File: src/design/rtcc_pkg.sv
// ----------------------------------------------------------------------------
// rtcc_pkg
// Shared types, constants and calendar helpers for the real-time clock and
// calendar block.
// ----------------------------------------------------------------------------
package rtcc_pkg;

    // Field widths.
    localparam int VAL_W   = 14;
    localparam int SEC_W   = 6;
    localparam int MIN_W   = 6;
    localparam int HOUR_W  = 5;
    localparam int DAY_W   = 5;
    localparam int MONTH_W = 4;
    localparam int YEAR_W  = 14;
    localparam int CENT_W  = 7;
    localparam int WDAY_W  = 3;
    localparam int H12_W   = 4;
    localparam int SUM_W   = 14;

    // Rollover limits and clamps, at the width of a written value.
    localparam logic [VAL_W-1:0] SEC_MOD   = 14'd60;
    localparam logic [VAL_W-1:0] MIN_MOD   = 14'd60;
    localparam logic [VAL_W-1:0] HOUR_MOD  = 14'd24;
    localparam logic [VAL_W-1:0] DAY_MAX   = 14'd31;
    localparam logic [VAL_W-1:0] MONTH_MAX = 14'd12;
    localparam logic [VAL_W-1:0] YEAR_MIN  = 14'd2000;
    localparam logic [VAL_W-1:0] YEAR_MAX  = 14'd9999;

    // Year split into century and year of century: v / 100 == (v * 5243) >> 19
    // for every v below 43699.
    localparam logic [12:0]       CENT_RECIP = 13'd5243;
    localparam int                CENT_SHIFT = 19;
    localparam logic [VAL_W-1:0]  CENT_SIZE  = 14'd100;
    localparam logic [CENT_W-1:0] LAST_YRC   = 7'd99;

    localparam logic [MONTH_W-1:0] MONTH_JAN = 4'd1;
    localparam logic [MONTH_W-1:0] MONTH_FEB = 4'd2;
    localparam logic [MONTH_W-1:0] MONTH_MAR = 4'd3;
    localparam logic [MONTH_W-1:0] MONTH_DEC = 4'd12;

    localparam logic [3:0] WEEK_DAYS = 4'd7;

    // Request codes.
    typedef enum logic [2:0] {
        FN_TICK      = 3'd0,
        FN_SET_SEC   = 3'd1,
        FN_SET_MIN   = 3'd2,
        FN_SET_HOUR  = 3'd3,
        FN_SET_DAY   = 3'd4,
        FN_SET_MONTH = 3'd5,
        FN_SET_YEAR  = 3'd6
    } t_func;

    // Clock and calendar state; the year also kept as century and year of century.
    typedef struct packed {
        logic [SEC_W-1:0]   sec;
        logic [MIN_W-1:0]   minute;
        logic [HOUR_W-1:0]  hour;
        logic [DAY_W-1:0]   day;
        logic [MONTH_W-1:0] month;
        logic [YEAR_W-1:0]  year;
        logic [CENT_W-1:0]  cent;
        logic [CENT_W-1:0]  yrc;
    } t_clock;

    localparam t_clock CLOCK_RESET = '{
        sec:    6'd0,
        minute: 6'd0,
        hour:   5'd0,
        day:    5'd1,
        month:  4'd1,
        year:   14'd2000,
        cent:   7'd20,
        yrc:    7'd0
    };

    // One result as seen on the output ports.
    typedef struct packed {
        logic [SEC_W-1:0]   sec;
        logic [MIN_W-1:0]   minute;
        logic [HOUR_W-1:0]  hour;
        logic [DAY_W-1:0]   day;
        logic [MONTH_W-1:0] month;
        logic [YEAR_W-1:0]  year;
        logic [WDAY_W-1:0]  wday;
        logic [H12_W-1:0]   hour12;
        logic               pm;
    } t_result;

    // Gregorian leap year from the year of century and the century.
    function automatic logic f_leap(input logic [CENT_W-1:0] cent,
                                    input logic [CENT_W-1:0] yrc);
        logic leap;
        leap = (yrc[1:0] == 2'd0) && ((yrc != 7'd0) || (cent[1:0] == 2'd0));
        return leap;
    endfunction

    // Length of a month; anything that is not a month counts as 31 days.
    function automatic logic [DAY_W-1:0] f_days_in(input logic [MONTH_W-1:0] month,
                                                   input logic leap);
        logic [DAY_W-1:0] len;
        if (month == MONTH_FEB) begin
            len = leap ? 5'd29 : 5'd28;
        end else if (month inside {4'd4, 4'd6, 4'd9, 4'd11}) begin
            len = 5'd30;
        end else begin
            len = 5'd31;
        end
        return len;
    endfunction

    // Month term of the weekday sum: 23 * m / 9 plus the constant that goes
    // with the year adjustment (5 for January and February, else 2).
    function automatic logic [5:0] f_wd_offset(input logic [MONTH_W-1:0] month);
        logic [5:0] off;
        case (month)
            4'd1:    off = 6'd7;
            4'd2:    off = 6'd10;
            4'd3:    off = 6'd9;
            4'd4:    off = 6'd12;
            4'd5:    off = 6'd14;
            4'd6:    off = 6'd17;
            4'd7:    off = 6'd19;
            4'd8:    off = 6'd22;
            4'd9:    off = 6'd25;
            4'd10:   off = 6'd27;
            4'd11:   off = 6'd30;
            4'd12:   off = 6'd32;
            default: off = 6'd0;
        endcase
        return off;
    endfunction

    // Hour in 12-hour form, midnight shown as 12.
    function automatic logic [H12_W-1:0] f_hour12(input logic [HOUR_W-1:0] hour);
        logic [H12_W-1:0] h12;
        if (hour == 5'd0) begin
            h12 = 4'd12;
        end else if (hour > 5'd12) begin
            h12 = 4'(hour - 5'd12);
        end else begin
            h12 = hour[H12_W-1:0];
        end
        return h12;
    endfunction

endpackage

File: src/design/rtcc_carry.sv
// ----------------------------------------------------------------------------
// rtcc_carry
// Input register and clock state. Each request applies its write or tick and
// runs the carry pass into the state register, which is the result handed on.
// ----------------------------------------------------------------------------
module rtcc_carry (
    input  logic                       i_clk,
    input  logic                       i_rst_n,
    input  logic                       i_valid,
    input  logic [2:0]                 i_func,
    input  logic [13:0]                i_value,
    input  logic                       i_adv,
    output logic                       o_ready,
    output logic                       o_valid,
    output rtcc_pkg::t_clock           o_clock
);
    import rtcc_pkg::*;

    // Input stage.
    logic                 r_in_vld;
    t_func                r_in_func;
    logic [VAL_W-1:0]     r_in_value;
    logic [YEAR_W-1:0]    r_in_year;
    logic [CENT_W-1:0]    r_in_cent;
    logic [CENT_W-1:0]    r_in_yrc;

    logic                 in_take;
    logic                 st_take;
    logic [VAL_W-1:0]     yr_clamp;
    logic [26:0]          cent_prod;
    logic [CENT_W-1:0]    cent_w;
    logic [VAL_W-1:0]     cent_hund;
    logic [VAL_W-1:0]     yrc_diff;

    // State stage.
    logic                 r_st_vld;
    t_clock               r_st;
    t_clock               n_st;

    logic [VAL_W-1:0]     sec_sum;
    logic [VAL_W-1:0]     min_base;
    logic [VAL_W-1:0]     min_sum;
    logic [VAL_W-1:0]     hour_base;
    logic [VAL_W-1:0]     hour_sum;
    logic                 sec_c;
    logic                 min_c;
    logic                 hour_c;
    logic [DAY_W-1:0]     day_base;
    logic [DAY_W:0]       day_sum;
    logic [MONTH_W-1:0]   month_base;
    logic [YEAR_W-1:0]    year_base;
    logic [CENT_W-1:0]    cent_base;
    logic [CENT_W-1:0]    yrc_base;
    logic [DAY_W-1:0]     dim;
    logic                 roll;
    logic                 year_inc;

    // Handshake: the state takes a request when its result slot is free or leaving.
    assign st_take = r_in_vld && (!r_st_vld || i_adv);
    assign o_ready = !r_in_vld || st_take;
    assign in_take = i_valid && o_ready;
    assign o_valid = r_st_vld;
    assign o_clock = r_st;

    // Clamp a written year and split it into century and year of century.
    always_comb begin
        if (i_value < YEAR_MIN) begin
            yr_clamp = YEAR_MIN;
        end else if (i_value > YEAR_MAX) begin
            yr_clamp = YEAR_MAX;
        end else begin
            yr_clamp = i_value;
        end
        cent_prod = {13'd0, yr_clamp} * {14'd0, CENT_RECIP};
        cent_w    = cent_prod[CENT_SHIFT +: CENT_W];
        cent_hund = {7'd0, cent_w} * CENT_SIZE;
        yrc_diff  = yr_clamp - cent_hund;
    end

    // Input register.
    always_ff @(posedge i_clk) begin
        if (!i_rst_n) begin
            r_in_vld <= 1'b0;
        end else if (in_take) begin
            r_in_vld <= 1'b1;
        end else if (st_take) begin
            r_in_vld <= 1'b0;
        end
    end

    always_ff @(posedge i_clk) begin
        if (in_take) begin
            r_in_func  <= t_func'(i_func);
            r_in_value <= i_value;
            r_in_year  <= yr_clamp;
            r_in_cent  <= cent_w;
            r_in_yrc   <= yrc_diff[CENT_W-1:0];
        end
    end

    // Apply the write or tick to the current state.
    always_comb begin
        sec_sum    = {8'd0, r_st.sec};
        min_base   = {8'd0, r_st.minute};
        hour_base  = {9'd0, r_st.hour};
        day_base   = r_st.day;
        month_base = r_st.month;
        year_base  = r_st.year;
        cent_base  = r_st.cent;
        yrc_base   = r_st.yrc;
        case (r_in_func)
            FN_TICK: begin
                sec_sum = {8'd0, r_st.sec} + 14'd1;
            end
            FN_SET_SEC: begin
                sec_sum = r_in_value;
            end
            FN_SET_MIN: begin
                min_base = r_in_value;
            end
            FN_SET_HOUR: begin
                hour_base = r_in_value;
            end
            FN_SET_DAY: begin
                if (r_in_value == 14'd0) begin
                    day_base = 5'd1;
                end else if (r_in_value > DAY_MAX) begin
                    day_base = DAY_MAX[DAY_W-1:0];
                end else begin
                    day_base = r_in_value[DAY_W-1:0];
                end
            end
            FN_SET_MONTH: begin
                if (r_in_value == 14'd0) begin
                    month_base = MONTH_DEC;
                end else if (r_in_value > MONTH_MAX) begin
                    month_base = MONTH_JAN;
                end else begin
                    month_base = r_in_value[MONTH_W-1:0];
                end
            end
            FN_SET_YEAR: begin
                year_base = r_in_year;
                cent_base = r_in_cent;
                yrc_base  = r_in_yrc;
            end
            default: begin
            end
        endcase
    end

    // Carry pass: seconds, minutes, hours, then the day against the month length.
    always_comb begin
        sec_c    = sec_sum >= SEC_MOD;
        min_sum  = min_base + {13'd0, sec_c};
        min_c    = min_sum >= MIN_MOD;
        hour_sum = hour_base + {13'd0, min_c};
        hour_c   = hour_sum >= HOUR_MOD;
        day_sum  = {1'b0, day_base} + {5'd0, hour_c};
        dim      = f_days_in(month_base, f_leap(cent_base, yrc_base));
        roll     = day_sum > {1'b0, dim};
        year_inc = roll && (month_base == MONTH_DEC) && (year_base < YEAR_MAX);

        n_st.sec    = sec_c  ? '0 : sec_sum[SEC_W-1:0];
        n_st.minute = min_c  ? '0 : min_sum[MIN_W-1:0];
        n_st.hour   = hour_c ? '0 : hour_sum[HOUR_W-1:0];
        n_st.day    = roll   ? 5'd1 : day_sum[DAY_W-1:0];
        if (!roll) begin
            n_st.month = month_base;
        end else if (month_base == MONTH_DEC) begin
            n_st.month = MONTH_JAN;
        end else begin
            n_st.month = month_base + 4'd1;
        end

        n_st.year = year_base;
        n_st.cent = cent_base;
        n_st.yrc  = yrc_base;
        if (year_inc) begin
            n_st.year = year_base + 14'd1;
            if (yrc_base == LAST_YRC) begin
                n_st.yrc  = '0;
                n_st.cent = cent_base + 7'd1;
            end else begin
                n_st.yrc  = yrc_base + 7'd1;
            end
        end
    end

    // State register; it also holds the finished result until it moves on.
    always_ff @(posedge i_clk) begin
        if (!i_rst_n) begin
            r_st_vld <= 1'b0;
            r_st     <= CLOCK_RESET;
        end else begin
            if (st_take) begin
                r_st <= n_st;
            end
            if (st_take) begin
                r_st_vld <= 1'b1;
            end else if (i_adv) begin
                r_st_vld <= 1'b0;
            end
        end
    end

    // The time of day is always rolled over after a request.
    a_time_range: assert property (@(posedge i_clk) disable iff (!i_rst_n)
        ({8'd0, r_st.sec} < SEC_MOD) && ({8'd0, r_st.minute} < MIN_MOD)
        && ({9'd0, r_st.hour} < HOUR_MOD))
        else $error("clock state holds a time of day out of range");

    // The date is always a real calendar date.
    a_date_range: assert property (@(posedge i_clk) disable iff (!i_rst_n)
        (r_st.month >= MONTH_JAN) && (r_st.month <= MONTH_DEC) && (r_st.day != 5'd0)
        && (r_st.day <= f_days_in(r_st.month, f_leap(r_st.cent, r_st.yrc))))
        else $error("clock state holds an invalid date");

    // The century split always agrees with the binary year.
    a_year_split: assert property (@(posedge i_clk) disable iff (!i_rst_n)
        r_st.year == ({7'd0, r_st.cent} * CENT_SIZE + {7'd0, r_st.yrc}))
        else $error("century split does not match the year");

    // The state only moves when a request passes the carry stage.
    a_state_hold: assert property (@(posedge i_clk) disable iff (!i_rst_n)
        !st_take |=> $stable(r_st))
        else $error("clock state changed without a request");

endmodule

File: src/design/rtcc_weekday.sv
// ----------------------------------------------------------------------------
// rtcc_weekday
// Result path: derives the weekday, the 12-hour hour and the pm flag from a
// clock state snapshot over two registered stages.
// ----------------------------------------------------------------------------
module rtcc_weekday (
    input  logic                       i_clk,
    input  logic                       i_rst_n,
    input  logic                       i_valid,
    input  rtcc_pkg::t_clock           i_clock,
    input  logic                       i_stall,
    output logic                       o_ready,
    output logic                       o_valid,
    output rtcc_pkg::t_result          o_result
);
    import rtcc_pkg::*;

    logic                 r_s3_vld;
    t_result              r_s3;
    logic [SUM_W-1:0]     r_s3_sum;
    t_result              n_s3;
    logic [SUM_W-1:0]     n_sum;

    logic                 r_out_vld;
    t_result              r_out;
    t_result              n_out;

    logic                 out_rdy;
    logic                 s3_take;
    logic                 in_take;

    logic                 jan_feb;
    logic [YEAR_W-1:0]    y_adj;
    logic [CENT_W-1:0]    c_adj;
    logic [4:0]           fold1;
    logic [3:0]           fold2;
    logic [3:0]           fold3;

    // Pipeline handshake.
    assign out_rdy = !r_out_vld || !i_stall;
    assign s3_take = r_s3_vld && out_rdy;
    assign o_ready = !r_s3_vld || out_rdy;
    assign in_take = i_valid && o_ready;
    assign o_valid  = r_out_vld;
    assign o_result = r_out;

    // Weekday sum: January and February count as months of the year before.
    always_comb begin
        jan_feb = i_clock.month < MONTH_MAR;
        y_adj   = jan_feb ? (i_clock.year - 14'd1) : i_clock.year;
        c_adj   = (jan_feb && (i_clock.yrc == 7'd0)) ? (i_clock.cent - 7'd1) : i_clock.cent;
        n_sum   = {8'd0, f_wd_offset(i_clock.month)} + {9'd0, i_clock.day} + y_adj
                + {2'd0, y_adj[YEAR_W-1:2]} - {7'd0, c_adj} + {9'd0, c_adj[CENT_W-1:2]};

        n_s3        = '0;
        n_s3.sec    = i_clock.sec;
        n_s3.minute = i_clock.minute;
        n_s3.hour   = i_clock.hour;
        n_s3.day    = i_clock.day;
        n_s3.month  = i_clock.month;
        n_s3.year   = i_clock.year;
        n_s3.hour12 = f_hour12(i_clock.hour);
        n_s3.pm     = i_clock.hour >= 5'd12;
    end

    always_ff @(posedge i_clk) begin
        if (!i_rst_n) begin
            r_s3_vld <= 1'b0;
        end else if (in_take) begin
            r_s3_vld <= 1'b1;
        end else if (s3_take) begin
            r_s3_vld <= 1'b0;
        end
    end

    always_ff @(posedge i_clk) begin
        if (in_take) begin
            r_s3     <= n_s3;
            r_s3_sum <= n_sum;
        end
    end

    // Sum modulo 7 by folding octal digits, since 8 is 1 modulo 7.
    always_comb begin
        fold1 = {2'd0, r_s3_sum[2:0]} + {2'd0, r_s3_sum[5:3]} + {2'd0, r_s3_sum[8:6]}
              + {2'd0, r_s3_sum[11:9]} + {3'd0, r_s3_sum[13:12]};
        fold2 = {2'd0, fold1[4:3]} + {1'b0, fold1[2:0]};
        fold3 = {3'd0, fold2[3]} + {1'b0, fold2[2:0]};
        n_out      = r_s3;
        n_out.wday = (fold3 >= WEEK_DAYS) ? 3'(fold3 - WEEK_DAYS) : fold3[WDAY_W-1:0];
    end

    // Output register.
    always_ff @(posedge i_clk) begin
        if (!i_rst_n) begin
            r_out_vld <= 1'b0;
        end else if (s3_take) begin
            r_out_vld <= 1'b1;
        end else if (!i_stall) begin
            r_out_vld <= 1'b0;
        end
    end

    always_ff @(posedge i_clk) begin
        if (s3_take) begin
            r_out <= n_out;
        end
    end

endmodule

File: src/design/rtc_calendar_clock.sv
// ----------------------------------------------------------------------------
// rtc_calendar_clock
// Real-time clock and calendar with Gregorian leap years, years 2000 to 9999.
// ----------------------------------------------------------------------------
// Each request is a one-second tick or a write of one time or date field, and
// each returns one result with the whole clock, the weekday (0 is Sunday), the
// 12-hour hour and a pm flag. The block takes one request per clock cycle
// unless i_stall holds the output and the back-pressure reaches o_stall. The
// write and the full carry pass through seconds, minutes, hours, days, months
// and years finish as the request moves from the input register into the
// clock state registers, and the weekday is worked out in two more registered
// stages before the result shows up on o_valid.
module rtc_calendar_clock (
    input  logic        i_clk,
    input  logic        i_rst_n,
    input  logic        i_valid,
    output logic        o_stall,
    input  logic [2:0]  i_func,
    input  logic [13:0] i_value,
    output logic        o_valid,
    input  logic        i_stall,
    output logic [5:0]  o_second_now,
    output logic [5:0]  o_minute_now,
    output logic [4:0]  o_hour_now,
    output logic [4:0]  o_day_now,
    output logic [3:0]  o_month_now,
    output logic [13:0] o_year_now,
    output logic [2:0]  o_weekday,
    output logic [3:0]  o_hour_12,
    output logic        o_is_pm
);
    import rtcc_pkg::*;

    logic    in_ready;
    logic    st_valid;
    logic    wd_ready;
    t_clock  st_clock;
    t_result result;

    // Write and carry pass.
    rtcc_carry u_carry (
        .i_clk   (i_clk),
        .i_rst_n (i_rst_n),
        .i_valid (i_valid),
        .i_func  (i_func),
        .i_value (i_value),
        .i_adv   (wd_ready),
        .o_ready (in_ready),
        .o_valid (st_valid),
        .o_clock (st_clock)
    );

    // Weekday and 12-hour view.
    rtcc_weekday u_weekday (
        .i_clk    (i_clk),
        .i_rst_n  (i_rst_n),
        .i_valid  (st_valid),
        .i_clock  (st_clock),
        .i_stall  (i_stall),
        .o_ready  (wd_ready),
        .o_valid  (o_valid),
        .o_result (result)
    );

    assign o_stall      = !in_ready;
    assign o_second_now = result.sec;
    assign o_minute_now = result.minute;
    assign o_hour_now   = result.hour;
    assign o_day_now    = result.day;
    assign o_month_now  = result.month;
    assign o_year_now   = result.year;
    assign o_weekday    = result.wday;
    assign o_hour_12    = result.hour12;
    assign o_is_pm      = result.pm;

endmodule
File: config.mk
export PLATFORM = sky130hd
export DESIGN_NAME = rtc_calendar_clock
export DESIGN_NICKNAME = d
export VERILOG_FILES = /design/src/design/rtcc_pkg.sv /design/src/design/rtcc_carry.sv /design/src/design/rtcc_weekday.sv /design/src/design/rtc_calendar_clock.sv
export SDC_FILE = /design/constraint.sdc
export NUM_CORES = 1
export LEC_CHECK = 0
export BUFFER_PORTS_ARGS = -buffer_cell sky130_fd_sc_hd__buf_2
export CAP_MARGIN = 20
export CORE_MARGIN = 2
export CORE_UTILIZATION = 30
export DETAILED_ROUTE_END_ITERATION = 12
export HOLD_SLACK_MARGIN = 0.15
export SYNTH_ARGS = -nofsm -noshare
export SYNTH_HDL_FRONTEND = slang
export SYNTH_SLANG_ARGS = --single-unit
File: constraint.sdc
create_clock -name i_clk -period 10.1 [get_ports i_clk]
set_input_delay 0 -clock i_clk [delete_from_list [all_inputs] [get_ports i_clk]]
set_output_delay 0 -clock i_clk [all_outputs]
set_load 0.01 [all_outputs]
==> metrics.yaml, run 1 <==
status:
  status: "completed"
critical_path:
  timing.critical_path.max_delay_family: "compound AO/OA/AOI/OAI gates"
  reg2reg_depth: 34
  crit_path_max_fanout: 25
  arrival_ns: 9.62
  endpoint: "u_carry.o_clock[24]"
  critPathBufInv: 3
  r2r_start: "u_carry.r_in_func[0]"
  crit_cells: 34
  r2r-end: "u_carry.o_clock[24]"
  crit_path_start_kind: "register"
  r2r_slack_ns: 0.93
  startpoint: "u_carry.r_in_func[0]"
  worst-setup-path-type: "reg -> reg"
  critical-path-slowest-cell: "edfxtp_1"
  slowest_delay_ns: 0.70
  crit_top_cell: "ha_1"
  end_kind: "register"
  crit_required_ns: 10.55
cells_and_area:
  fin_cells: 2398
  fin_area_um2: 18300
  finish.utilization_pct: 34.2
  antenna_cells: 0
  area_growth_pct: 13.5
  final_common_cell: "inv_1"
  layout-drive-gt1-share_pct: 9.69
  layout.nets: 1970
  final_cell_mix: "inv_1 (208), ha_1 (176), edfxtp_1 (150)"
drt:
  wire_per_inst_um: 15.9
  routed_wl_um: 38200
  antenna_left: 0
  drt_iter0_markers: 719
  top_layer: "met4"
  viasPerCell: 5.00
  wl_met3_um: 1870
  drc_errors: 0
  drt-met1-wl_um: 17900
  drt_pass1_iterations: 5
  num_vias: 12000
  wl_met2_um: 17700
synthesis:
  synth-edff-count: 150
  synth-seq-area-share_pct: 35.8
  synth_seq_cells: 214
  ys_types: 90
  synthArstFlopShare_pct: 0
  yosysWarningCount: 0
  postSynthCellCount: 1618
  ys.flop_type: "edfxtp_1"
  syn_area_per_cell_um2: 9.98
  syn_nets: 1904
  syn-cell-area_um2: 16100
power_and_ir_drop:
  peakVddDrop_v: 0.000299
  power_density_nw_per_um2: 290
  leakage_uw: 0.00762
die:
  fp.dieW_um: 236
  start_util_pct: 30.2
  design.core.area_um2: 53500
  die-area_um2: 55700
  io_pins: 71
  rows: 85
  die_y_um: 236
clocking:
  cts.clk_slew.worst_paths_ns: 0.07
  htreeDepth: 1
  cts_buffers: 24
  cts_buffer_depth: 3
  root_buffer: "clkbuf_16"
  cts_tree: "built"
  cts_sinks: 214
  clkLatencyLatePin_ns: 0.54
timing:
  slew_viol_final: 0
  fin_ws_ns: 0.931
  rsz0062_at_grt: "false"
  period_minus_slack_ns: 9.17
  setup_viol: 0
  fmax_mhz: 109
  finClkSkew_ns: 0.0126
  tightest_slew_ns: 1.06
  finalCritPeriodShare_pct: 90.8
  maxSlewHeadroom_pct: 29.0
  setup_tns_ns: 0
  hold_viol_final: 0
job:
  drv_cap: 0
global_route:
  antenna_found_initial: 0
  grt_overflow: 0
  grt_max_degree: 60
  grt_pass1_wl_um: 62600
  grt_use_total_pct: 13.7
  grt_pass1_vias: 12000
placed_design:
  port_buffers: 70
  dpl_cell_area_um2: 17300
  hpwl_um: 28700
  pre_cts_slack_ns: 0.797
  routabilityCongestion: 0.856
  dp.cells: 2334
hold_path:
  hold_class: "in -> reg"
[flip-flops by register name, indices dropped and copies added, names as in the netlist, named ones only]
name,count
u_carry.o_valid,1
u_weekday.r_s3_sum,14
u_weekday.n_out,45
u_carry.r_in_func,3
u_carry.o_clock,54
u_weekday.o_result,48
u_carry.r_in_value,14
u_carry.r_in_year,12
u_weekday.o_valid,1
u_carry.r_in_yrc,7
u_weekday.r_s3_vld,1
u_carry.r_in_cent,7
u_carry.r_in_vld,1
[cell families after synthesis]
kind of cell | share of synthesized area, %
compound gates | 12.8
xor+xnor | 3.85
fa+ha+maj | 24.7
buf+inv | 6.46
flops | 35.8
mux | 2.19
simple gates | 14.2
[cell usage after synthesis, types with 11 or more instances]
| library cell | n | share of area [%] |
|---|---|---|
| nand3_1 | 56 | 1.7 |
| edfxtp_1 | 150 | 28 |
| mux2i_1 | 23 | 1.4 |
| nand2_1 | 136 | 3.2 |
| inv_1 | 208 | 4.8 |
| and3_1 | 11 | 0.43 |
| o21ai_0 | 59 | 1.8 |
| nor2_1 | 103 | 2.4 |
| xnor2_1 | 52 | 2.8 |
| a21o_1 | 13 | 0.60 |
| mux2_2 | 11 | 0.77 |
| xor2_1 | 19 | 1.0 |
| nand4_1 | 13 | 0.50 |
| fa_1 | 89 | 11 |
| nand2b_1 | 14 | 0.54 |
| ha_1 | 176 | 14 |
| nor2b_1 | 13 | 0.50 |
| nor4_1 | 12 | 0.47 |
| and2_1 | 13 | 0.50 |
| dfxtp_1 | 64 | 7.9 |
| nor3_1 | 37 | 1.1 |
| a21oi_1 | 77 | 2.4 |
| o211ai_1 | 13 | 0.60 |
| clkbuf_1 | 52 | 1.2 |
| a31oi_1 | 15 | 0.58 |
[metrics by stage]
step           power [uW]  hold WS [ns]
2_1_floorplan        3790        0.0989
3_3_place_gp         4310         0.235
3_5_place_dp         4420         0.239
4_1_cts              5400         0.212
5_1_grt              5950         0.248
6_report             5320         0.245
[cell type report]
cell class / count / area, um2
well taps: 696 / 871
fillers: 5340 / 35200
clock inverters: 12 / 169
inverters: 208 / 781
multi-input cells: 1130 / 9350
repair buffers: 106 / 671
clock buffers: 32 / 693
flip-flops and latches: 214 / 5790
[worst reg2reg max path: cells and delay by family (launching register included)]
kind	cells	cell delay (ns)
fa+ha+maj	6	1.64
compound gates	16	3.86
simple gates	8	2.07
buf+inv	3	0.42
mux	1	0.38
flops	1	0.70
[where the power goes]
part | switching, uW | total (uW) | internal (uW)
clock | 358 | 943 | 585
combinational | 1650 | 3100 | 1450
sequential | 73.2 | 1280 | 1200
[routing by layer]
| metal | GRT usage, % | vias to the layer above |
|---|---|---|
| met1 | 18.8 | 5805 |
| met5 | 0 | - |
| met2 | 22.6 | 297 |
| met3 | 1.86 | 51 |
| li1 | - | 5837 |
| met4 | 3.55 | 0 |
[how the worst min path moves through the flow]
stage                     startpoint               endpoint  depth (start not counted)  slack (ns)
after global placement       i_valid       u_carry.r_in_vld                          3        0.24
after detailed placement     i_valid       u_carry.r_in_vld                          3        0.24
final                      i_func[1]   u_carry.r_in_func[1]                          2        0.24
after floorplan            i_func[0]   u_carry.r_in_func[0]                          0         0.1
after CTS                 i_value[0]  u_carry.r_in_value[0]                          2        0.21
after global routing       i_func[2]   u_carry.r_in_func[2]                          2        0.25
[what timing repair did]
action,4_1_cts,5_1_grt
setup endpoints to repair,0,2
hold endpoints to repair,43,0
gates resized for setup,0,1
hold buffers,20,0
setup buffers,0,0
(Power assumes the default switching activity.)
==> run 2: changes to the inputs <==
REMOVE_ABC_BUFFERS = 1   (was default)
clock period = 9.96 ns   (was 10.1 ns; I/O delays follow)
==> run 2 against run 1 <==
Combinational power up 3%. Critical path depth increased by 2. Clock-buffer cell count is 1 higher. Critical path type unchanged. Cell count grew 0.21%. Core utilization is essentially flat. Clock skew grew 0.0020 ns. Register-to-register slack got worse by 0.09 ns. Fmax increased by 0.54%. Highest routed layer unchanged. Largest cell class unchanged. Wire length decreased by 1.5%. Hold slack got worse by 0.039 ns. Total power up 0.86%. Sequential power hardly changed.
==> metrics.yaml, run 2 (synthesized netlist as in run 1, its figures left out) <==
power_and_ir_drop:
  leakage_uw: 0.00761  # was 0.00762 uW
  finalPower_uw: 5360  # was 5320 uW
  power_density_nw_per_um2: 293  # was 290 nW/um2
  peakVddDrop_v: 0.000385  # was 0.000299 V
cells_and_area:
  final_cell_mix: "inv_1 (208), ha_1 (176), edfxtp_1 (150)"  # unchanged
  largest_reg_flops: 54  # unchanged
  final_common_cell: "inv_1"  # unchanged
  antenna_cells: 0  # unchanged
  layout.nets: 1975  # was 1970
  multi_input_area_um2: 9350  # unchanged
  fin_cells: 2403  # was 2398
  regArea_um2: 5790  # unchanged
  finish.utilization_pct: 34.2  # about the same
  layout-drive-gt1-share_pct: 9.90  # was 9.69%
  area_growth_pct: 13.3  # was 13.5%
  final.fill_count: 5297  # was 5340
critical_path:
  crit_required_ns: 10.41  # was 10.55 ns
  crit_path_start_kind: "register"  # unchanged
  critical-path-slowest-cell: "edfxtp_1"  # unchanged
  worst-setup-path-type: "reg -> reg"  # unchanged
  crit_top_cell: "ha_1"  # unchanged
  arrival_ns: 9.57  # was 9.62 ns
  crit_path_max_fanout: 25  # unchanged
  end_kind: "register"  # unchanged
  slowest_delay_ns: 0.83  # was 0.70 ns
timing:
  finalCritPeriodShare_pct: 91.6  # was 90.8%
  tightest_slew_ns: 0.927  # was 1.06 ns
  setup_tns_ns: 0  # unchanged
  finClkSkew_ns: 0.0146  # was 0.0126 ns
  period_minus_slack_ns: 9.12  # was 9.17 ns
  slew_viol_final: 0  # unchanged
  fmax_mhz: 110  # was 109 MHz
  hold_viol_final: 0  # unchanged
  rsz0062_at_grt: "false"  # unchanged
  setup_viol: 0  # unchanged
  maxSlewHeadroom_pct: 38.2  # was 29.0%
job:
  drv_cap: 0  # unchanged
placed_design:
  dp.cells: 2339  # was 2334
  port_buffers: 70  # unchanged
  hpwl_um: 28400  # was 28700 um
  routabilityCongestion: 0.892  # was 0.856
drt:
  drc_errors: 0  # unchanged
  viasPerCell: 4.97  # was 5.00
  wire_per_inst_um: 15.6  # was 15.9 um
  drt_pass1_iterations: 6  # was 5
  routed_wl_um: 37600  # was 38200 um
  drt_iter0_markers: 918  # was 719
  antenna_left: 0  # unchanged
  num_vias: 11900  # was 12000
global_route:
  grt_use_total_pct: 13.6  # was 13.7%
  grt_max_degree: 60  # unchanged
  grt_pass1_wl_um: 62400  # was 62600 um
  antenna_found_initial: 0  # unchanged
  grt_pass1_vias: 12100  # was 12000
  grt_overflow: 0  # unchanged
die:
  start_util_pct: 30.2  # unchanged
  die_y_um: 236  # unchanged
  io_pins: 71  # unchanged
  die-area_um2: 55700  # unchanged
  design.core.area_um2: 53500  # unchanged
  fp.dieW_um: 236  # unchanged
  rows: 85  # unchanged
clocking:
  cts_tree: "built"  # unchanged
  cts_buffers: 24  # unchanged
  clkLatencyLatePin_ns: 0.53  # was 0.54 ns
  htreeDepth: 1  # unchanged
  cts_setup_buffers: 0  # unchanged
  cts_buffer_depth: 3  # unchanged
  cts_sinks: 214  # unchanged
  root_buffer: "clkbuf_16"  # unchanged
  cts.clk_slew.worst_paths_ns: 0.07  # about the same
status:
  status: "completed"  # unchanged
hold_path:
  hold_class: "in -> reg"  # unchanged
run 2: cell count changes in the layout (fill, tap and decap cells not counted), sizes merged:
cell    change
clkinv      +2
bufinv      -4
buf         +5
inv         +1
clkbuf      +1
run 2: metal layers:
layer  part of all wire [%]  vias to the layer above  GRT usage (%)
li1                       -                     5847              -
met1                     46                     5758           18.0
met2                     48                      284           23.6
met3                    4.0                       56           1.28
met4                    2.1                        0           4.07
met5                      0                        -              0
run 2: repair_timing:
item,in CTS,in global routing
gates resized for setup,0,1
hold buffers,20,0
endpoints found under the hold margin,44,0
setup endpoints to repair,0,1
run 2: stage by stage:
| stage | area [um2] | hold WS [ns] | setup slack, ns |
|---|---|---|---|
| global route | 18300 | 0.195 | 0.115 |
| global placement | 17300 | 0.203 | 1.23 |
| finish | 18300 | 0.205 | 0.840 |
| floorplan | 15900 | 0.0711 | 1.64 |
| detailed placement | 17300 | 0.200 | 0.871 |
| CTS | 18300 | 0.188 | 0.824 |
run 2: layout make-up:
cell class                      instances  area share (%)
Tap cell                              696            4.76
Clock inverter                         11           0.458
Timing Repair Buffer                  111            3.87
Clock buffer                           33            3.93
Sequential cell                       214            31.6
Multi-Input combinational cell       1130            51.1
Inverter                              208            4.27
run 2: report_power, final:
part / internal (uW) / switching [uW] / leakage [uW]
clock: 512 / 372 / 0.000390
combinational: 1480 / 1710 / 0.00530
sequential: 1220 / 68.4 / 0.00192
run 2: worst max-delay path, delay by kind of cell, from the launching register on:
| kind | cells | cell delay (ns) |
|---|---|---|
| AO/OA/AOI/OAI | 15 | 3.19 |
| AND/OR/NAND/NOR | 10 | 2.51 |
| adder cells (fa/ha/maj) | 6 | 1.57 |
| flip-flops | 1 | 0.83 |
| buffers and inverters | 4 | 0.56 |
| multiplexers | 1 | 0.37 |
run 2: final timing paths:
kind	to	start	depth (start not counted)	slack [ns]
setup / recovery	u_carry.o_clock[24]	u_carry.r_in_func[0]	36	0.84
hold / removal	u_carry.r_in_func[1]	i_func[1]	2	0.21
setup reg to reg	u_carry.o_clock[24]	u_carry.r_in_func[0]	36	0.84
hold reg to reg	u_weekday.o_result[23]	u_weekday.n_out[23]	0	0.41
==> run 3: changes to the inputs <==
BUFFER_PORTS_ARGS = default   (was -buffer_cell sky130_fd_sc_hd__buf_2)
DONT_BUFFER_PORTS = 1   (was default)
==> run 3 against run 2 <==
Sequential share of layout area is 0.35 points higher. Die area stayed put. Core utilization is 0.37 points lower.
==> metrics.yaml, run 3 (synthesized netlist as in run 1, its figures left out) <==
timing:
  setup_viol: 0  # unchanged
  finClkSkew_ns: 0.0170  # was 0.0146 ns
  period_minus_slack_ns: 8.90  # was 9.12 ns
  maxSlewHeadroom_pct: 31.1  # was 38.2%
  setup_tns_ns: 0  # unchanged
  finalCritPeriodShare_pct: 89.4  # was 91.6%
  slew_viol_final: 0  # unchanged
  fmax_mhz: 112  # was 110 MHz
  rsz0062_at_grt: "false"  # unchanged
  fin_ws_ns: 1.06  # was 0.840 ns
  hold_viol_final: 0  # unchanged
  tightest_slew_ns: 1.03  # was 0.927 ns
clocking:
  cts_buffers: 24  # unchanged
  cts_sinks: 214  # unchanged
  cts_setup_buffers: 0  # unchanged
  cts.clk_slew.worst_paths_ns: 0.06  # was 0.07 ns
  clkLatencyLatePin_ns: 0.54  # was 0.53 ns
  root_buffer: "clkbuf_16"  # unchanged
  cts_buffer_depth: 3  # unchanged
  cts_tree: "built"  # unchanged
  htreeDepth: 1  # unchanged
die:
  fp.dieW_um: 236  # unchanged
  design.core.area_um2: 53500  # unchanged
  die_y_um: 236  # unchanged
  io_pins: 71  # unchanged
  die-area_um2: 55700  # unchanged
  start_util_pct: 30.2  # unchanged
  rows: 85  # unchanged
placed_design:
  pre_cts_slack_ns: 1.10  # was 0.871 ns
  dp.cells: 2267  # was 2339
  hpwl_um: 28700  # was 28400 um
  routabilityCongestion: 0.887  # was 0.892
  port_buffers: 0  # was 70
drt:
  num_vias: 11900  # about the same
  wire_per_inst_um: 16.4  # was 15.6 um
  routed_wl_um: 38400  # was 37600 um
  antenna_left: 0  # unchanged
  drt_pass1_iterations: 5  # was 6
  drc_errors: 0  # unchanged
  viasPerCell: 5.07  # was 4.97
  drt_iter0_markers: 974  # was 918
critical_path:
  arrival_ns: 9.39  # was 9.57 ns
  worst-setup-path-type: "reg -> reg"  # unchanged
  end_kind: "register"  # unchanged
  slowest_delay_ns: 0.69  # was 0.83 ns
  crit_required_ns: 10.44  # was 10.41 ns
  crit_top_cell: "ha_1"  # unchanged
  timing.critical_path.max_delay_family: "compound AO/OA/AOI/OAI gates"  # unchanged
  critPathBufInv: 6  # was 4
  critical-path-slowest-cell: "edfxtp_1"  # unchanged
  crit_path_start_kind: "register"  # unchanged
  crit_path_max_fanout: 25  # unchanged
power_and_ir_drop:
  power_density_nw_per_um2: 302  # was 293 nW/um2
  leakage_uw: 0.00739  # was 0.00761 uW
  peakVddDrop_v: 0.000325  # was 0.000385 V
cells_and_area:
  fin_cells: 2344  # was 2403
  layout-drive-gt1-share_pct: 6.07  # was 9.90%
  largest_reg_flops: 54  # unchanged
  final_cell_mix: "inv_1 (208), ha_1 (176), edfxtp_1 (150)"  # unchanged
  layout.nets: 1916  # was 1975
  final.fill_count: 5321  # was 5297
  area_growth_pct: 12.1  # was 13.3%
  antenna_cells: 0  # unchanged
  final_common_cell: "inv_1"  # unchanged
status:
  status: "completed"  # unchanged
global_route:
  grt_use_total_pct: 13.7  # was 13.6%
  grt_pass1_vias: 11700  # was 12100
  antenna_found_initial: 1  # was 0
  grt_overflow: 0  # unchanged
  grt_pass1_wl_um: 62400  # unchanged
  grt_max_degree: 60  # unchanged
job:
  drv_cap: 0  # unchanged
hold_path:
  hold_class: "in -> reg"  # unchanged
==> run 3: final timing paths <==
kind	startpoint	end	slack, ns	cells past startpoint
min	i_value[7]	u_carry.r_in_value[7]	0.17	1
max	u_carry.r_in_func[0]	u_carry.o_clock[23]	1.06	37
min reg2reg	u_weekday.n_out[0]	u_weekday.o_result[0]	0.41	0
max reg2reg	u_carry.r_in_func[0]	u_carry.o_clock[23]	1.06	37
==> run 3: repair_timing <==
action / 4_1_cts / 5_1_grt
hold endpoints to repair: 185 / 0
setup endpoints to repair: 0 / 2
gates resized for setup: 0 / 1
hold buffers: 33 / 0
==> run 3: worst reg2reg max path: cells and delay by family, from the launching register on <==
kind | cells | cell delay, ns
adder cells (fa/ha/maj) | 6 | 1.57
flip-flops | 1 | 0.69
buffers and inverters | 6 | 1.41
AO/OA/AOI/OAI | 16 | 3.21
AND/OR/NAND/NOR | 9 | 1.99
==> run 3: cell type report <==
| class | instances | area (um2) | share of cell area [%] |
|---|---|---|---|
| Clock buffer | 29 | 661 | 3.65 |
| Clock inverter | 15 | 166 | 0.920 |
| Inverter | 208 | 781 | 4.32 |
| Multi-Input combinational cell | 1130 | 9350 | 51.7 |
| Sequential cell | 214 | 5790 | 32.0 |
| Tap cell | 696 | 871 | 4.81 |
| Timing Repair Buffer | 52 | 483 | 2.67 |
==> run 3: per-stage QoR <==
| step | utilization (%) | instance area [um2] | hold WS, ns | total power [uW] |
|---|---|---|---|---|
| global placement | 31.6 | 16900 | 0.0819 | 4400 |
| CTS | 33.8 | 18100 | 0.152 | 5520 |
| floorplan | - | 15900 | 0.0711 | 3840 |
| detailed placement | 31.6 | 16900 | 0.0863 | 4540 |
| global route | 33.8 | 18100 | 0.178 | 6000 |
| finish | 33.8 | 18100 | 0.168 | 5460 |
==> run 3: routing by layer <==
layer | part of all wire, % | vias to the layer above | track usage (%)
li1 | - | 5742 | -
met1 | 45 | 5762 | 18.3
met2 | 48 | 325 | 23.0
met3 | 5.3 | 63 | 2.01
met4 | 1.7 | 2 | 3.82
met5 | 0.034 | - | 0
==> run 3: power breakdown <==
part	internal, uW	leakage (uW)	switching, uW
clock network	553	0.000400	374
registers	1220	0.00192	77.3
logic	1490	0.00507	1750
total	3260	0.00739	2200
